File: src/rtl/core/ubxp_pkg.sv
package ubxp_pkg;

  // Frame framing bytes and the message that carries the navigation solution.
  localparam logic [7:0] SYNC_FIRST  = 8'hB5;
  localparam logic [7:0] SYNC_SECOND = 8'h62;
  localparam logic [7:0] NAV_CLASS   = 8'h01;
  localparam logic [7:0] PVT_ID      = 8'h07;

  // Lowest fix type that counts as a usable position.
  localparam logic [7:0] FIX_MIN_2D = 8'd2;

  // Number of captured payload bytes.
  localparam int CAPTURE_SLOTS = 22;

  // Reciprocals for exact unsigned 32-bit division by constants.
  // x / 10   == (x * RECIP_10)   >> 35
  // x / 1000 == (x * RECIP_1000) >> 38
  localparam logic [31:0] RECIP_10   = 32'hCCCC_CCCD;
  localparam logic [31:0] RECIP_1000 = 32'h1062_4DD3;

  // Frame status codes carried with each result.
  localparam logic [1:0] ST_PVT   = 2'd0;
  localparam logic [1:0] ST_OTHER = 2'd1;
  localparam logic [1:0] ST_FAIL  = 2'd2;

  typedef enum logic [8:0] {
    PH_HUNT    = 9'b000000001,
    PH_SYNC    = 9'b000000010,
    PH_CLASS   = 9'b000000100,
    PH_ID      = 9'b000001000,
    PH_LEN_LO  = 9'b000010000,
    PH_LEN_HI  = 9'b000100000,
    PH_PAYLOAD = 9'b001000000,
    PH_CK_A    = 9'b010000000,
    PH_CK_B    = 9'b100000000
  } phase_t;

  // Frame event as it leaves the parser: raw captured words.
  typedef struct packed {
    logic [1:0]  status;
    logic        take;
    logic        fix_ok;
    logic [7:0]  fix;
    logic [7:0]  sats;
    logic [31:0] lon;
    logic [30:0] lat;
    logic        alt_neg;
    logic [31:0] alt_mag;
    logic [31:0] speed;
    logic [31:0] heading;
  } event_t;

  // Frame event after scaling to the reported units.
  typedef struct packed {
    logic [1:0]  status;
    logic        take;
    logic        fix_ok;
    logic [7:0]  fix;
    logic [7:0]  sats;
    logic [31:0] lon;
    logic [30:0] lat;
    logic        alt_neg;
    logic [27:0] alt_q;
    logic [15:0] speed;
    logic [15:0] heading;
  } scaled_t;

endpackage

File: src/rtl/core/ubx_nav_pvt_frame_receiver_unit.sv
// UBX frame receiver with NAV-PVT reporting.
//
// Input channel: one received serial byte per transaction on in_rx_byte,
// taken at a clock edge where in_valid is high and in_stall is low. The
// receiver hunts for the two sync bytes, follows class, id, length and
// payload, and checks the two 8-bit Fletcher checksum bytes, which cover
// class, id, both length bytes and the payload.
// Result channel: one transaction per finished frame (status 0 NAV-PVT
// accepted, 1 other valid frame) or per checksum mismatch (status 2). Each
// result carries the current report: fix type, satellite count, fix valid
// flag, position, altitude in cm, ground speed and heading.
// Throughput: one byte per cycle while in_stall is low; the frame parser
// handles each byte as it is taken. A result reaches out_valid from the
// checksum byte that causes it through the parser event register, the
// constant divide stage (multiply by reciprocal) and the output register.
// Stall: a held result keeps its fields stable. Bytes are still accepted
// while a result waits; in_stall rises only when the scaling stage holds a
// result behind a stalled output, and stays high while out_stall does.
// Reset: synchronous, active low. Parser returns to sync hunt; capture
// bytes and all report values clear to zero.
module ubx_nav_pvt_frame_receiver_unit (
  input  logic               clk,
  input  logic               rst_n,
  input  logic               in_valid,
  input  logic [7:0]         in_rx_byte,
  output logic               in_stall,
  output logic               out_valid,
  input  logic               out_stall,
  output logic [1:0]         out_frame_status,
  output logic [7:0]         out_fix_kind,
  output logic [7:0]         out_satellites,
  output logic               out_fix_valid,
  output logic signed [30:0] out_latitude_e7,
  output logic signed [31:0] out_longitude_e7,
  output logic signed [28:0] out_altitude_cm,
  output logic [15:0]        out_ground_speed_cm,
  output logic [15:0]        out_heading_cdeg
);
  import ubxp_pkg::*;

  // Parser to scaling stage.
  logic    ev_valid;
  logic    ev_ready;
  event_t  ev;

  // Scaling stage to report and output register.
  logic    sc_valid;
  logic    sc_ready;
  scaled_t sc;

  ubxp_parser u_parser (
    .clk        (clk),
    .rst_n      (rst_n),
    .in_valid   (in_valid),
    .in_rx_byte (in_rx_byte),
    .in_stall   (in_stall),
    .ev_ready   (ev_ready),
    .ev_valid   (ev_valid),
    .ev         (ev)
  );

  ubxp_scale u_scale (
    .clk      (clk),
    .rst_n    (rst_n),
    .ev_valid (ev_valid),
    .ev       (ev),
    .ev_ready (ev_ready),
    .sc_ready (sc_ready),
    .sc_valid (sc_valid),
    .sc       (sc)
  );

  // The report values are updated in order as results reach the output,
  // so status 1 and 2 results always show the latest accepted report.
  ubxp_report u_report (
    .clk                 (clk),
    .rst_n               (rst_n),
    .sc_valid            (sc_valid),
    .sc                  (sc),
    .sc_ready            (sc_ready),
    .out_valid           (out_valid),
    .out_stall           (out_stall),
    .out_frame_status    (out_frame_status),
    .out_fix_kind        (out_fix_kind),
    .out_satellites      (out_satellites),
    .out_fix_valid       (out_fix_valid),
    .out_latitude_e7     (out_latitude_e7),
    .out_longitude_e7    (out_longitude_e7),
    .out_altitude_cm     (out_altitude_cm),
    .out_ground_speed_cm (out_ground_speed_cm),
    .out_heading_cdeg    (out_heading_cdeg)
  );

endmodule

File: src/rtl/core/ubxp_parser.sv
module ubxp_parser (
  input  logic             clk,
  input  logic             rst_n,
  input  logic             in_valid,
  input  logic [7:0]       in_rx_byte,
  output logic             in_stall,
  input  logic             ev_ready,
  output logic             ev_valid,
  output ubxp_pkg::event_t ev
);
  import ubxp_pkg::*;

  phase_t      phase_r, phase_nxt;
  logic [7:0]  class_r, class_nxt;
  logic [7:0]  id_r, id_nxt;
  logic [15:0] length_r, length_nxt;
  logic [15:0] count_r, count_nxt;
  logic [7:0]  sum_a_r, sum_a_nxt;
  logic [7:0]  sum_b_r, sum_b_nxt;
  logic [7:0]  cap_r [CAPTURE_SLOTS];

  logic        accept;
  logic [7:0]  sum_a_add, sum_b_add;
  logic [15:0] count_inc;
  logic        cap_hit;
  logic [4:0]  cap_slot;
  logic        fire;
  logic [1:0]  status;
  logic        take;
  logic [31:0] alt_word;

  logic    ev_valid_r;
  event_t  ev_r, ev_nxt;

  assign accept   = in_valid && ev_ready;
  assign in_stall = !ev_ready;

  assign sum_a_add = sum_a_r + in_rx_byte;
  assign sum_b_add = sum_b_r + sum_a_add;
  assign count_inc = count_r + 16'd1;

  // Map the payload offset to a capture slot.
  always_comb begin
    cap_hit  = 1'b1;
    cap_slot = '0;
    if (count_r == 16'd20) begin
      cap_slot = 5'd0;
    end else if (count_r == 16'd23) begin
      cap_slot = 5'd1;
    end else if (count_r >= 16'd24 && count_r <= 16'd31) begin
      cap_slot = 5'(count_r - 16'd22);
    end else if (count_r >= 16'd36 && count_r <= 16'd39) begin
      cap_slot = 5'(count_r - 16'd26);
    end else if (count_r >= 16'd60 && count_r <= 16'd67) begin
      cap_slot = 5'(count_r - 16'd46);
    end else begin
      cap_hit = 1'b0;
    end
  end

  always_comb begin
    phase_nxt  = phase_r;
    class_nxt  = class_r;
    id_nxt     = id_r;
    length_nxt = length_r;
    count_nxt  = count_r;
    sum_a_nxt  = sum_a_r;
    sum_b_nxt  = sum_b_r;
    fire       = 1'b0;
    status     = ST_FAIL;
    take       = 1'b0;
    unique case (phase_r)
      PH_SYNC: begin
        if (in_rx_byte == SYNC_SECOND) begin
          sum_a_nxt = '0;
          sum_b_nxt = '0;
          phase_nxt = PH_CLASS;
        end else begin
          phase_nxt = PH_HUNT;
        end
      end
      PH_CLASS: begin
        class_nxt = in_rx_byte;
        sum_a_nxt = sum_a_add;
        sum_b_nxt = sum_b_add;
        phase_nxt = PH_ID;
      end
      PH_ID: begin
        id_nxt    = in_rx_byte;
        sum_a_nxt = sum_a_add;
        sum_b_nxt = sum_b_add;
        phase_nxt = PH_LEN_LO;
      end
      PH_LEN_LO: begin
        length_nxt = {8'd0, in_rx_byte};
        sum_a_nxt  = sum_a_add;
        sum_b_nxt  = sum_b_add;
        phase_nxt  = PH_LEN_HI;
      end
      PH_LEN_HI: begin
        length_nxt = {in_rx_byte, length_r[7:0]};
        sum_a_nxt  = sum_a_add;
        sum_b_nxt  = sum_b_add;
        count_nxt  = '0;
        phase_nxt  = ({in_rx_byte, length_r[7:0]} == 16'd0) ? PH_CK_A : PH_PAYLOAD;
      end
      PH_PAYLOAD: begin
        sum_a_nxt = sum_a_add;
        sum_b_nxt = sum_b_add;
        count_nxt = count_inc;
        if (count_inc == length_r) begin
          phase_nxt = PH_CK_A;
        end
      end
      PH_CK_A: begin
        if (in_rx_byte == sum_a_r) begin
          phase_nxt = PH_CK_B;
        end else begin
          phase_nxt = PH_HUNT;
          fire      = 1'b1;
        end
      end
      PH_CK_B: begin
        phase_nxt = PH_HUNT;
        fire      = 1'b1;
        if (in_rx_byte == sum_b_r) begin
          if (class_r == NAV_CLASS && id_r == PVT_ID) begin
            status = ST_PVT;
            take   = 1'b1;
          end else begin
            status = ST_OTHER;
          end
        end
      end
      default: begin
        phase_nxt = (in_rx_byte == SYNC_FIRST) ? PH_SYNC : PH_HUNT;
      end
    endcase
  end

  // The capture bytes do not change in the checksum phases, so the event
  // can be built straight from them.
  assign alt_word = {cap_r[13], cap_r[12], cap_r[11], cap_r[10]};

  always_comb begin
    ev_nxt.status  = status;
    ev_nxt.take    = take;
    ev_nxt.fix     = cap_r[0];
    ev_nxt.sats    = cap_r[1];
    ev_nxt.fix_ok  = (cap_r[0] >= FIX_MIN_2D);
    ev_nxt.lon     = {cap_r[5], cap_r[4], cap_r[3], cap_r[2]};
    ev_nxt.lat     = {cap_r[9][6:0], cap_r[8], cap_r[7], cap_r[6]};
    ev_nxt.alt_neg = alt_word[31];
    ev_nxt.alt_mag = alt_word[31] ? (~alt_word + 32'd1) : alt_word;
    ev_nxt.speed   = {cap_r[17], cap_r[16], cap_r[15], cap_r[14]};
    ev_nxt.heading = {cap_r[21], cap_r[20], cap_r[19], cap_r[18]};
  end

  always_ff @(posedge clk) begin
    if (!rst_n) begin
      phase_r  <= PH_HUNT;
      class_r  <= '0;
      id_r     <= '0;
      length_r <= '0;
      count_r  <= '0;
      sum_a_r  <= '0;
      sum_b_r  <= '0;
      for (int i = 0; i < CAPTURE_SLOTS; i++) begin
        cap_r[i] <= '0;
      end
    end else if (accept) begin
      phase_r  <= phase_nxt;
      class_r  <= class_nxt;
      id_r     <= id_nxt;
      length_r <= length_nxt;
      count_r  <= count_nxt;
      sum_a_r  <= sum_a_nxt;
      sum_b_r  <= sum_b_nxt;
      if (phase_r == PH_PAYLOAD && cap_hit) begin
        cap_r[cap_slot] <= in_rx_byte;
      end
    end
  end

  always_ff @(posedge clk) begin
    if (!rst_n) begin
      ev_valid_r <= 1'b0;
    end else if (ev_ready) begin
      ev_valid_r <= accept && fire;
    end
  end

  always_ff @(posedge clk) begin
    if (ev_ready && accept && fire) begin
      ev_r <= ev_nxt;
    end
  end

  assign ev_valid = ev_valid_r;
  assign ev       = ev_r;

endmodule

File: src/rtl/core/ubxp_scale.sv
module ubxp_scale (
  input  logic              clk,
  input  logic              rst_n,
  input  logic              ev_valid,
  input  ubxp_pkg::event_t  ev,
  output logic              ev_ready,
  input  logic              sc_ready,
  output logic              sc_valid,
  output ubxp_pkg::scaled_t sc
);
  import ubxp_pkg::*;

  logic [63:0] alt_prod;
  logic [63:0] speed_prod;
  logic [63:0] heading_prod;
  logic        sc_valid_r;
  scaled_t     sc_r, sc_nxt;

  // Each quotient is one 32 by 32 multiply against a fixed reciprocal.
  assign alt_prod     = {32'd0, ev.alt_mag} * {32'd0, RECIP_10};
  assign speed_prod   = {32'd0, ev.speed}   * {32'd0, RECIP_10};
  assign heading_prod = {32'd0, ev.heading} * {32'd0, RECIP_1000};

  always_comb begin
    sc_nxt.status  = ev.status;
    sc_nxt.take    = ev.take;
    sc_nxt.fix_ok  = ev.fix_ok;
    sc_nxt.fix     = ev.fix;
    sc_nxt.sats    = ev.sats;
    sc_nxt.lon     = ev.lon;
    sc_nxt.lat     = ev.lat;
    sc_nxt.alt_neg = ev.alt_neg;
    sc_nxt.alt_q   = alt_prod[62:35];
    sc_nxt.speed   = speed_prod[50:35];
    sc_nxt.heading = heading_prod[53:38];
  end

  assign ev_ready = !sc_valid_r || sc_ready;

  always_ff @(posedge clk) begin
    if (!rst_n) begin
      sc_valid_r <= 1'b0;
    end else if (ev_ready) begin
      sc_valid_r <= ev_valid;
    end
  end

  always_ff @(posedge clk) begin
    if (ev_ready && ev_valid) begin
      sc_r <= sc_nxt;
    end
  end

  assign sc_valid = sc_valid_r;
  assign sc       = sc_r;

endmodule

File: src/rtl/core/ubxp_report.sv
module ubxp_report (
  input  logic               clk,
  input  logic               rst_n,
  input  logic               sc_valid,
  input  ubxp_pkg::scaled_t  sc,
  output logic               sc_ready,
  output logic               out_valid,
  input  logic               out_stall,
  output logic [1:0]         out_frame_status,
  output logic [7:0]         out_fix_kind,
  output logic [7:0]         out_satellites,
  output logic               out_fix_valid,
  output logic signed [30:0] out_latitude_e7,
  output logic signed [31:0] out_longitude_e7,
  output logic signed [28:0] out_altitude_cm,
  output logic [15:0]        out_ground_speed_cm,
  output logic [15:0]        out_heading_cdeg
);
  import ubxp_pkg::*;

  logic        out_valid_r;
  logic [1:0]  status_r;
  logic [7:0]  fix_r;
  logic [7:0]  sats_r;
  logic        fix_valid_r;
  logic [30:0] lat_r;
  logic [31:0] lon_r;
  logic [28:0] alt_r;
  logic [15:0] speed_r;
  logic [15:0] heading_r;
  logic [28:0] alt_nxt;
  logic        load;

  assign sc_ready = !out_valid_r || !out_stall;
  assign load     = sc_ready && sc_valid;
  assign alt_nxt  = sc.alt_neg ? (29'd0 - {1'b0, sc.alt_q}) : {1'b0, sc.alt_q};

  // The report registers are the result payload; they only move when a
  // new result is loaded, so a stalled result holds still.
  always_ff @(posedge clk) begin
    if (!rst_n) begin
      out_valid_r <= 1'b0;
      status_r    <= ST_PVT;
      fix_r       <= '0;
      sats_r      <= '0;
      fix_valid_r <= 1'b0;
      lat_r       <= '0;
      lon_r       <= '0;
      alt_r       <= '0;
      speed_r     <= '0;
      heading_r   <= '0;
    end else if (sc_ready) begin
      out_valid_r <= sc_valid;
      if (sc_valid) begin
        status_r <= sc.status;
        if (sc.take) begin
          fix_r  <= sc.fix;
          sats_r <= sc.sats;
          if (sc.fix_ok) begin
            fix_valid_r <= 1'b1;
            lat_r       <= sc.lat;
            lon_r       <= sc.lon;
            alt_r       <= alt_nxt;
            speed_r     <= sc.speed;
            heading_r   <= sc.heading;
          end
        end
      end
    end
  end

  assign out_valid           = out_valid_r;
  assign out_frame_status    = status_r;
  assign out_fix_kind        = fix_r;
  assign out_satellites      = sats_r;
  assign out_fix_valid       = fix_valid_r;
  assign out_latitude_e7     = lat_r;
  assign out_longitude_e7    = lon_r;
  assign out_altitude_cm     = alt_r;
  assign out_ground_speed_cm = speed_r;
  assign out_heading_cdeg    = heading_r;

endmodule

File: config.mk
export PLATFORM = sky130hd
export DESIGN_NAME = ubx_nav_pvt_frame_receiver_unit
export DESIGN_NICKNAME = d
export VERILOG_FILES = /design/src/rtl/core/ubxp_pkg.sv /design/src/rtl/core/ubx_nav_pvt_frame_receiver_unit.sv /design/src/rtl/core/ubxp_parser.sv /design/src/rtl/core/ubxp_scale.sv /design/src/rtl/core/ubxp_report.sv
export SDC_FILE = /design/constraint.sdc
export NUM_CORES = 2
export LEC_CHECK = 0
export CAP_MARGIN = 20
export CORE_ASPECT_RATIO = 1.1
export CORE_UTILIZATION = 45
export DETAILED_ROUTE_END_ITERATION = 6
export DONT_BUFFER_PORTS = 1
export PLACE_DENSITY_LB_ADDON = 0.15
export SETUP_SLACK_MARGIN = 0.15
export SLEW_MARGIN = 20
export SYNTH_ARGS = -nofsm -noshare
export SYNTH_HDL_FRONTEND = slang
export SYNTH_SLANG_ARGS = --single-unit
File: constraint.sdc
create_clock -name clk -period 11.45 [get_ports clk]
set_input_delay 1.7175 -clock clk [delete_from_list [all_inputs] [get_ports clk]]
set_output_delay 1.7175 -clock clk [all_outputs]
set_load 0.05 [all_outputs]
After elaboration in Yosys (flattened, before gate mapping). Memory sizes are Yosys's and may differ from the RTL's. A register that Yosys moved wholly into a read port is not among the register bits. Index checks and enable logic that the tools add are counted.

Shift-type cells: 0. Multipliers: 3. Eq/ne operators: 19. Bitwise operators: 2. Add/subtract/negate cells: 8. Reduce and logical (&&, ||, !) cells: 33. Multiplexer cells: 35. Div/mod/pow operators: 0. Order comparisons: 7.

Operators by type and width (count): one-hot mux 9 bit (8 select lines) (1); one-hot mux 16 bit (2 select lines) (2); multiplier 32 x 32 -> 63 bit (second input constant) (1); multiplier 32 x 29 -> 54 bit (second input constant) (1); multiplier 32 x 32 -> 51 bit (second input constant) (1); adder 32 x 1 -> 32 bit (second input constant) (1); == test 16 x 5 -> 1 bit (second input constant) (2); greater-or-equal comparator 16 x 6 -> 1 bit (second input constant) (2); NOT 32 bit (1); one-hot mux 8 bit (2 select lines) (2); 2-to-1 mux 31 bit (1); 2-to-1 mux 5 bit (6); 2-to-1 mux 29 bit (1); subtractor 1 x 28 -> 29 bit (first input constant) (1); 2-to-1 mux 8 bit (3); 2-to-1 mux 9 bit (2); adder 16 x 1 -> 16 bit (second input constant) (1); adder 8 bit (2); == test 16 bit (1); == test 8 bit (2); greater-or-equal comparator 16 x 5 -> 1 bit (second input constant) (1); <= comparator 16 x 5 -> 1 bit (second input constant) (1); <= comparator 16 x 6 -> 1 bit (second input constant) (1); <= comparator 16 x 7 -> 1 bit (second input constant) (1); other kinds (31) (69).

Memory bits (read-only): 0. Latch bits: 0. Memory bits (writable): 176. Logic and storage cells: 146. Output and inout bits: 145. Memories: 1. Input bits: 12. Flip-flop bits (word level): 408.

Memory list: u_parser.cap_r (words 22, width 8, rd ports 22, clocked after Yosys merged registers in 17, write ports 22, line ubxp_parser.sv:20) `logic [7:0] cap_r [CAPTURE_SLOTS];`.

Longest topological paths before layout.
Depth in word-level cells: 14. Depth in mapped cells: 26. Depth with buffers taken out: 26.

By module. From an unflattened synthesis, not the netlist that was laid out.

Cell total of the unflattened synthesis: 6501. Area, all modules: 71109.4 um^2.

By module, submodules not included: ubxp_scale (seq. area each 4344.2 um^2, instances 1, cells an instance 4515, area an instance 48345.1 um^2); ubxp_parser (seq. area each 12141.6 um^2, instances 1, cells an instance 1282, area an instance 17125.2 um^2); ubxp_report (seq. area each 2882.8 um^2, instances 1, cells an instance 704, area an instance 5639.2 um^2).

Worst setup path before layout. OpenSTA, ideal clock, no wires.

Kind: input to register. Start: input port in_rx_byte[7]. End: register u_parser.ev_r, in the netlist ev[64] (enable). Setup slack: 0.687 ns. Required time: 10.723 ns. Setup time: 0.727 ns. Stages on the path: 6. Buffers on the path: 1. Arrival: 10.036 ns. Cell sequence: clkbuf_1 xnor2_1 nand3_1 nor2b_1 nor2_1 nor2_1.

Cells in the longest elaborated chain, start to end: 4.

RTL lines: from (decl) (line ubx_nav_pvt_frame_receiver_unit.sv:25) `input logic [7:0] in_rx_byte,`; == test 8 bit (line ubxp_parser.sv:116) `if (in_rx_byte == sum_a_r) begin`; 2-to-1 mux 1 bit (line ubxp_parser.sv:116); one-hot mux 1 bit (2 select lines) (line ubxp_parser.sv:72) `unique case (phase_r)`; logical AND 1 bit (line ubxp_parser.sv:194) `if (ev_ready && accept && fire) begin`; to (signal assigned) (line ubxp_parser.sv:195) `ev_r <= ev_nxt;`; to (decl) (line ubxp_parser.sv:33) `event_t ev_r, ev_nxt;`.

Every way passes these cells. A chain may end at the register's enable or synchronous reset.

Worst setup path in the final report.
Start: register u_parser.ev[46] (netlist name). End: register u_scale.sc_r, in the netlist u_scale.sc[31] (data pin).

Cells in the longest elaborated chain, start to end: 1.

RTL lines: multiplier 32 x 32 -> 51 bit (line ubxp_scale.sv:21) `assign speed_prod = {32'd0, ev.speed} * {32'd0, RECIP_10};`; named net u_scale.speed_prod[50] (line ubxp_scale.sv:14) `logic [63:0] speed_prod;`; to (signal assigned) (line ubxp_scale.sv:50) `sc_r <= sc_nxt;`; to (decl) (line ubxp_scale.sv:17) `scaled_t sc_r, sc_nxt;`.

The timed path passes the listed nets, and every way through them passes these cells.

==> impl_metrics.ini <==
[power_and_ir_drop]
switchingPower_mw = 1.22
intPower_mw = 4.35
power_frac_comb = 0.020
swShare = 0.218
leakage_nw = 36.5
clockPowerShare = 0.475
cellPowerDensity_nw_per_um2 = 72.3
power_mw = 5.56
p_seq_frac = 0.505
vdd_drop_max_mv = 0.113

[synthesis]
synth-edff-count = 499
syn_area_um2 = 71900
async_flop_share = 0
synth_top_area_frac = 0.298
synth_top_area_cell = fa_1
synth_ff_type = edfxtp_1
ys_ff_latch = 718
synth_common_cells = 1,724 x inv_1, 1,069 x fa_1, 980 x ha_1
seq_area_frac_synth = 0.269
yosysMostFrequentCell = inv_1
yosysWarnings = 0
synth_area_leaders = fa_1 30%, edfxtp_1 21%, ha_1 17%
ys_types = 81
syn_nets = 8618
syn_inst = 6557
syn_avg_cell_area_um2 = 11.0

[flow_run]
drv_cap = 0

[floorplanning]
io_pins = 157
die_area_um2 = 161000
die_h_um = 421
core_um2 = 158000
die_x_um = 383
rows = 153
start_util = 0.454

[detailed_routing]
first_pass_iters = 7
wl_mm = 198
drtIter0Drc = 2552
vias_per_cell = 5.11
drtAntennaViolNets = 0
via_count = 44400
avgRoutedWirePerCell_um = 22.7
remaining_drc_errors = 26

[clock_tree]
cts-root-buf = clkbuf_16
cts_hold_buf = 0
tritoncts = done
clockBufferDepth = 3
clock_latency_ns = 0.70
cts_buffers = 82
cts.clk_slew.worst_paths_ns = 0.06
post-cts-setup-buffers = 0
postCtsResizedCells = 0
h-tree-depth = 3
clock-sinks = 718

[min_path]
holdCritStartpoint = u_parser.cap_r[9][0]
hold_path.class = reg -> reg

[outcome]
run_status = finished with violations
violations = DRC

[sta]
relSlewSlack = 0.262
rsz0062_at_grt = no
finalSetupViolations = 0
fmax_ghz = 0.126
final.setup.tns_ns = 0
min_period_ns = 7.92
drv_slew = 0
skew_ns = 0.0308
hold_slack_ns = 0.411
hold_viol = 0
fin_crit_sh = 0.692
tightest_slew_ns = 1.11

[grt]
grt_pass1_wl_mm = 300
grt_max_degree = 239
overflow = 0
track_usage = 0.251
grt_pass1_vias = 48000
antenna_found_initial = 12

[placed_design]
post-dp-hpwl_mm = 165
port_buffers = 0
routabilityCongestion = 0.989
placedCellCount = 8545
placed_area_um2 = 74200

[finish]
instances_no_fill = 8700
design_area_um2 = 76900
fin_nets = 8599
syn_to_final_growth_pct = 7.03
drive_gt1_frac = 0.0297

[worst_setup_path]
arrival_ns = 8.35
startpoint_type = flip-flop
r2r-start = u_parser.ev[46]
startpoint = u_parser.ev[46]
end_kind = flip-flop
worstSetupPathType = reg -> reg
cp_max_fo = 5
required_ns = 11.88
## power groups by stage
stage / Clock [mW] / Sequential [mW] / Combinational [mW]
after CTS: 2.72 / 2.81 / 0.110
after global routing: 2.81 / 2.81 / 0.121
final: 2.64 / 2.81 / 0.109
after global placement: 0 / 2.87 / 0.108
after detailed placement: 0 / 2.87 / 0.109
after floorplan: 0 / 2.86 / 0.0959
## kinds of logic after synthesis
kind of cell               after synthesis  share of synthesized area
AOI/OAI and AO/OA                      670                     0.0620
xor gates and xnor gates               224                     0.0275
adders and majority gates             2049                      0.468
buffers and inverters                 1849                     0.0967
DFF                                    718                      0.269
muxes                                   23                    0.00320
and+or+nand+nor                       1024                     0.0727
## final cells by class
type	count	area, µm²
clock buffer	115	2320
sequential	718	19400
fill	14700	81400
timing repair buffer	21	183
multi-input combinational	3990	45600
clock inverter	37	369
antenna	2	5.00
inverter	1725	6470
tap	2092	2620
## worst max-delay path, cell delays in order, from the launching register on
cell,delay [ns]
edfxtp_1,0.54
ha_1,0.39
inv_1,0.28
fa_1,0.51
fa_1,0.52
fa_1,0.51
inv_1,0.05
fa_1,0.49
fa_1,0.53
fa_1,0.55
inv_1,0.06
fa_1,0.58
inv_1,0.06
ha_1,0.30
o21ai_0,0.08
o21bai_1,0.12
nor4_1,0.38
nand4_1,0.24
a211oi_1,0.52
o21ai_1,0.22
o21ai_1,0.29
a21oi_1,0.18
mux2i_1,0.17
nand4_1,0.10
## layout by cell type, fill, tap and decap left out, drive strengths merged, types with 71 or more instances in the layout
cell type	instances
clkbuf	115
nand2	393
inv	1736
edfxtp	499
and2	205
a21o	73
dfxtp	219
a21oi	128
ha	980
nor2b	71
nor2	122
fa	1069
a21boi	132
xnor2	136
xor2	87
o21ai	152
## state kept, by name, summed over array words and instances (netlist names), 9 cells and up
signal,cells
u_parser.count_r,16
u_report.out_longitude_e7,32
u_report.out_heading_cdeg,16
u_parser.ev,179
u_report.out_altitude_cm,29
u_report.out_ground_speed_cm,16
u_parser.phase_r,9
u_parser.length_r,16
u_parser.cap_r,175
u_scale.sc,144
u_report.out_latitude_e7,31
## path summary, 6_finish.rpt
kind	endpoint	slack, ns	depth (start not counted)
setup / recovery	u_scale.sc[31]	3.53	23
hold / removal	u_parser.ev[121]	0.41	0
setup reg to reg	u_scale.sc[31]	3.53	23
hold reg to reg	u_parser.ev[121]	0.41	0
## through the flow
| stage | utilization | setup slack (ns) |
|---|---|---|
| after floorplan | - | 0.687 |
| after global placement | 0.469 | 3.48 |
| after detailed placement | 0.469 | 3.45 |
| after CTS | 0.486 | 3.45 |
| after global routing | 0.486 | 3.01 |
| final | 0.486 | 3.53 |
## metal layers
metal,global-route usage,vias to the layer above,wire length [µm]
met5,0,-,0
met3,0.0276,275,8130
met1,0.329,22500,84900
met4,0.0819,0,7030
met2,0.430,977,97700
li1,-,20700,-
No activity file was read; power rests on OpenSTA's default activity.
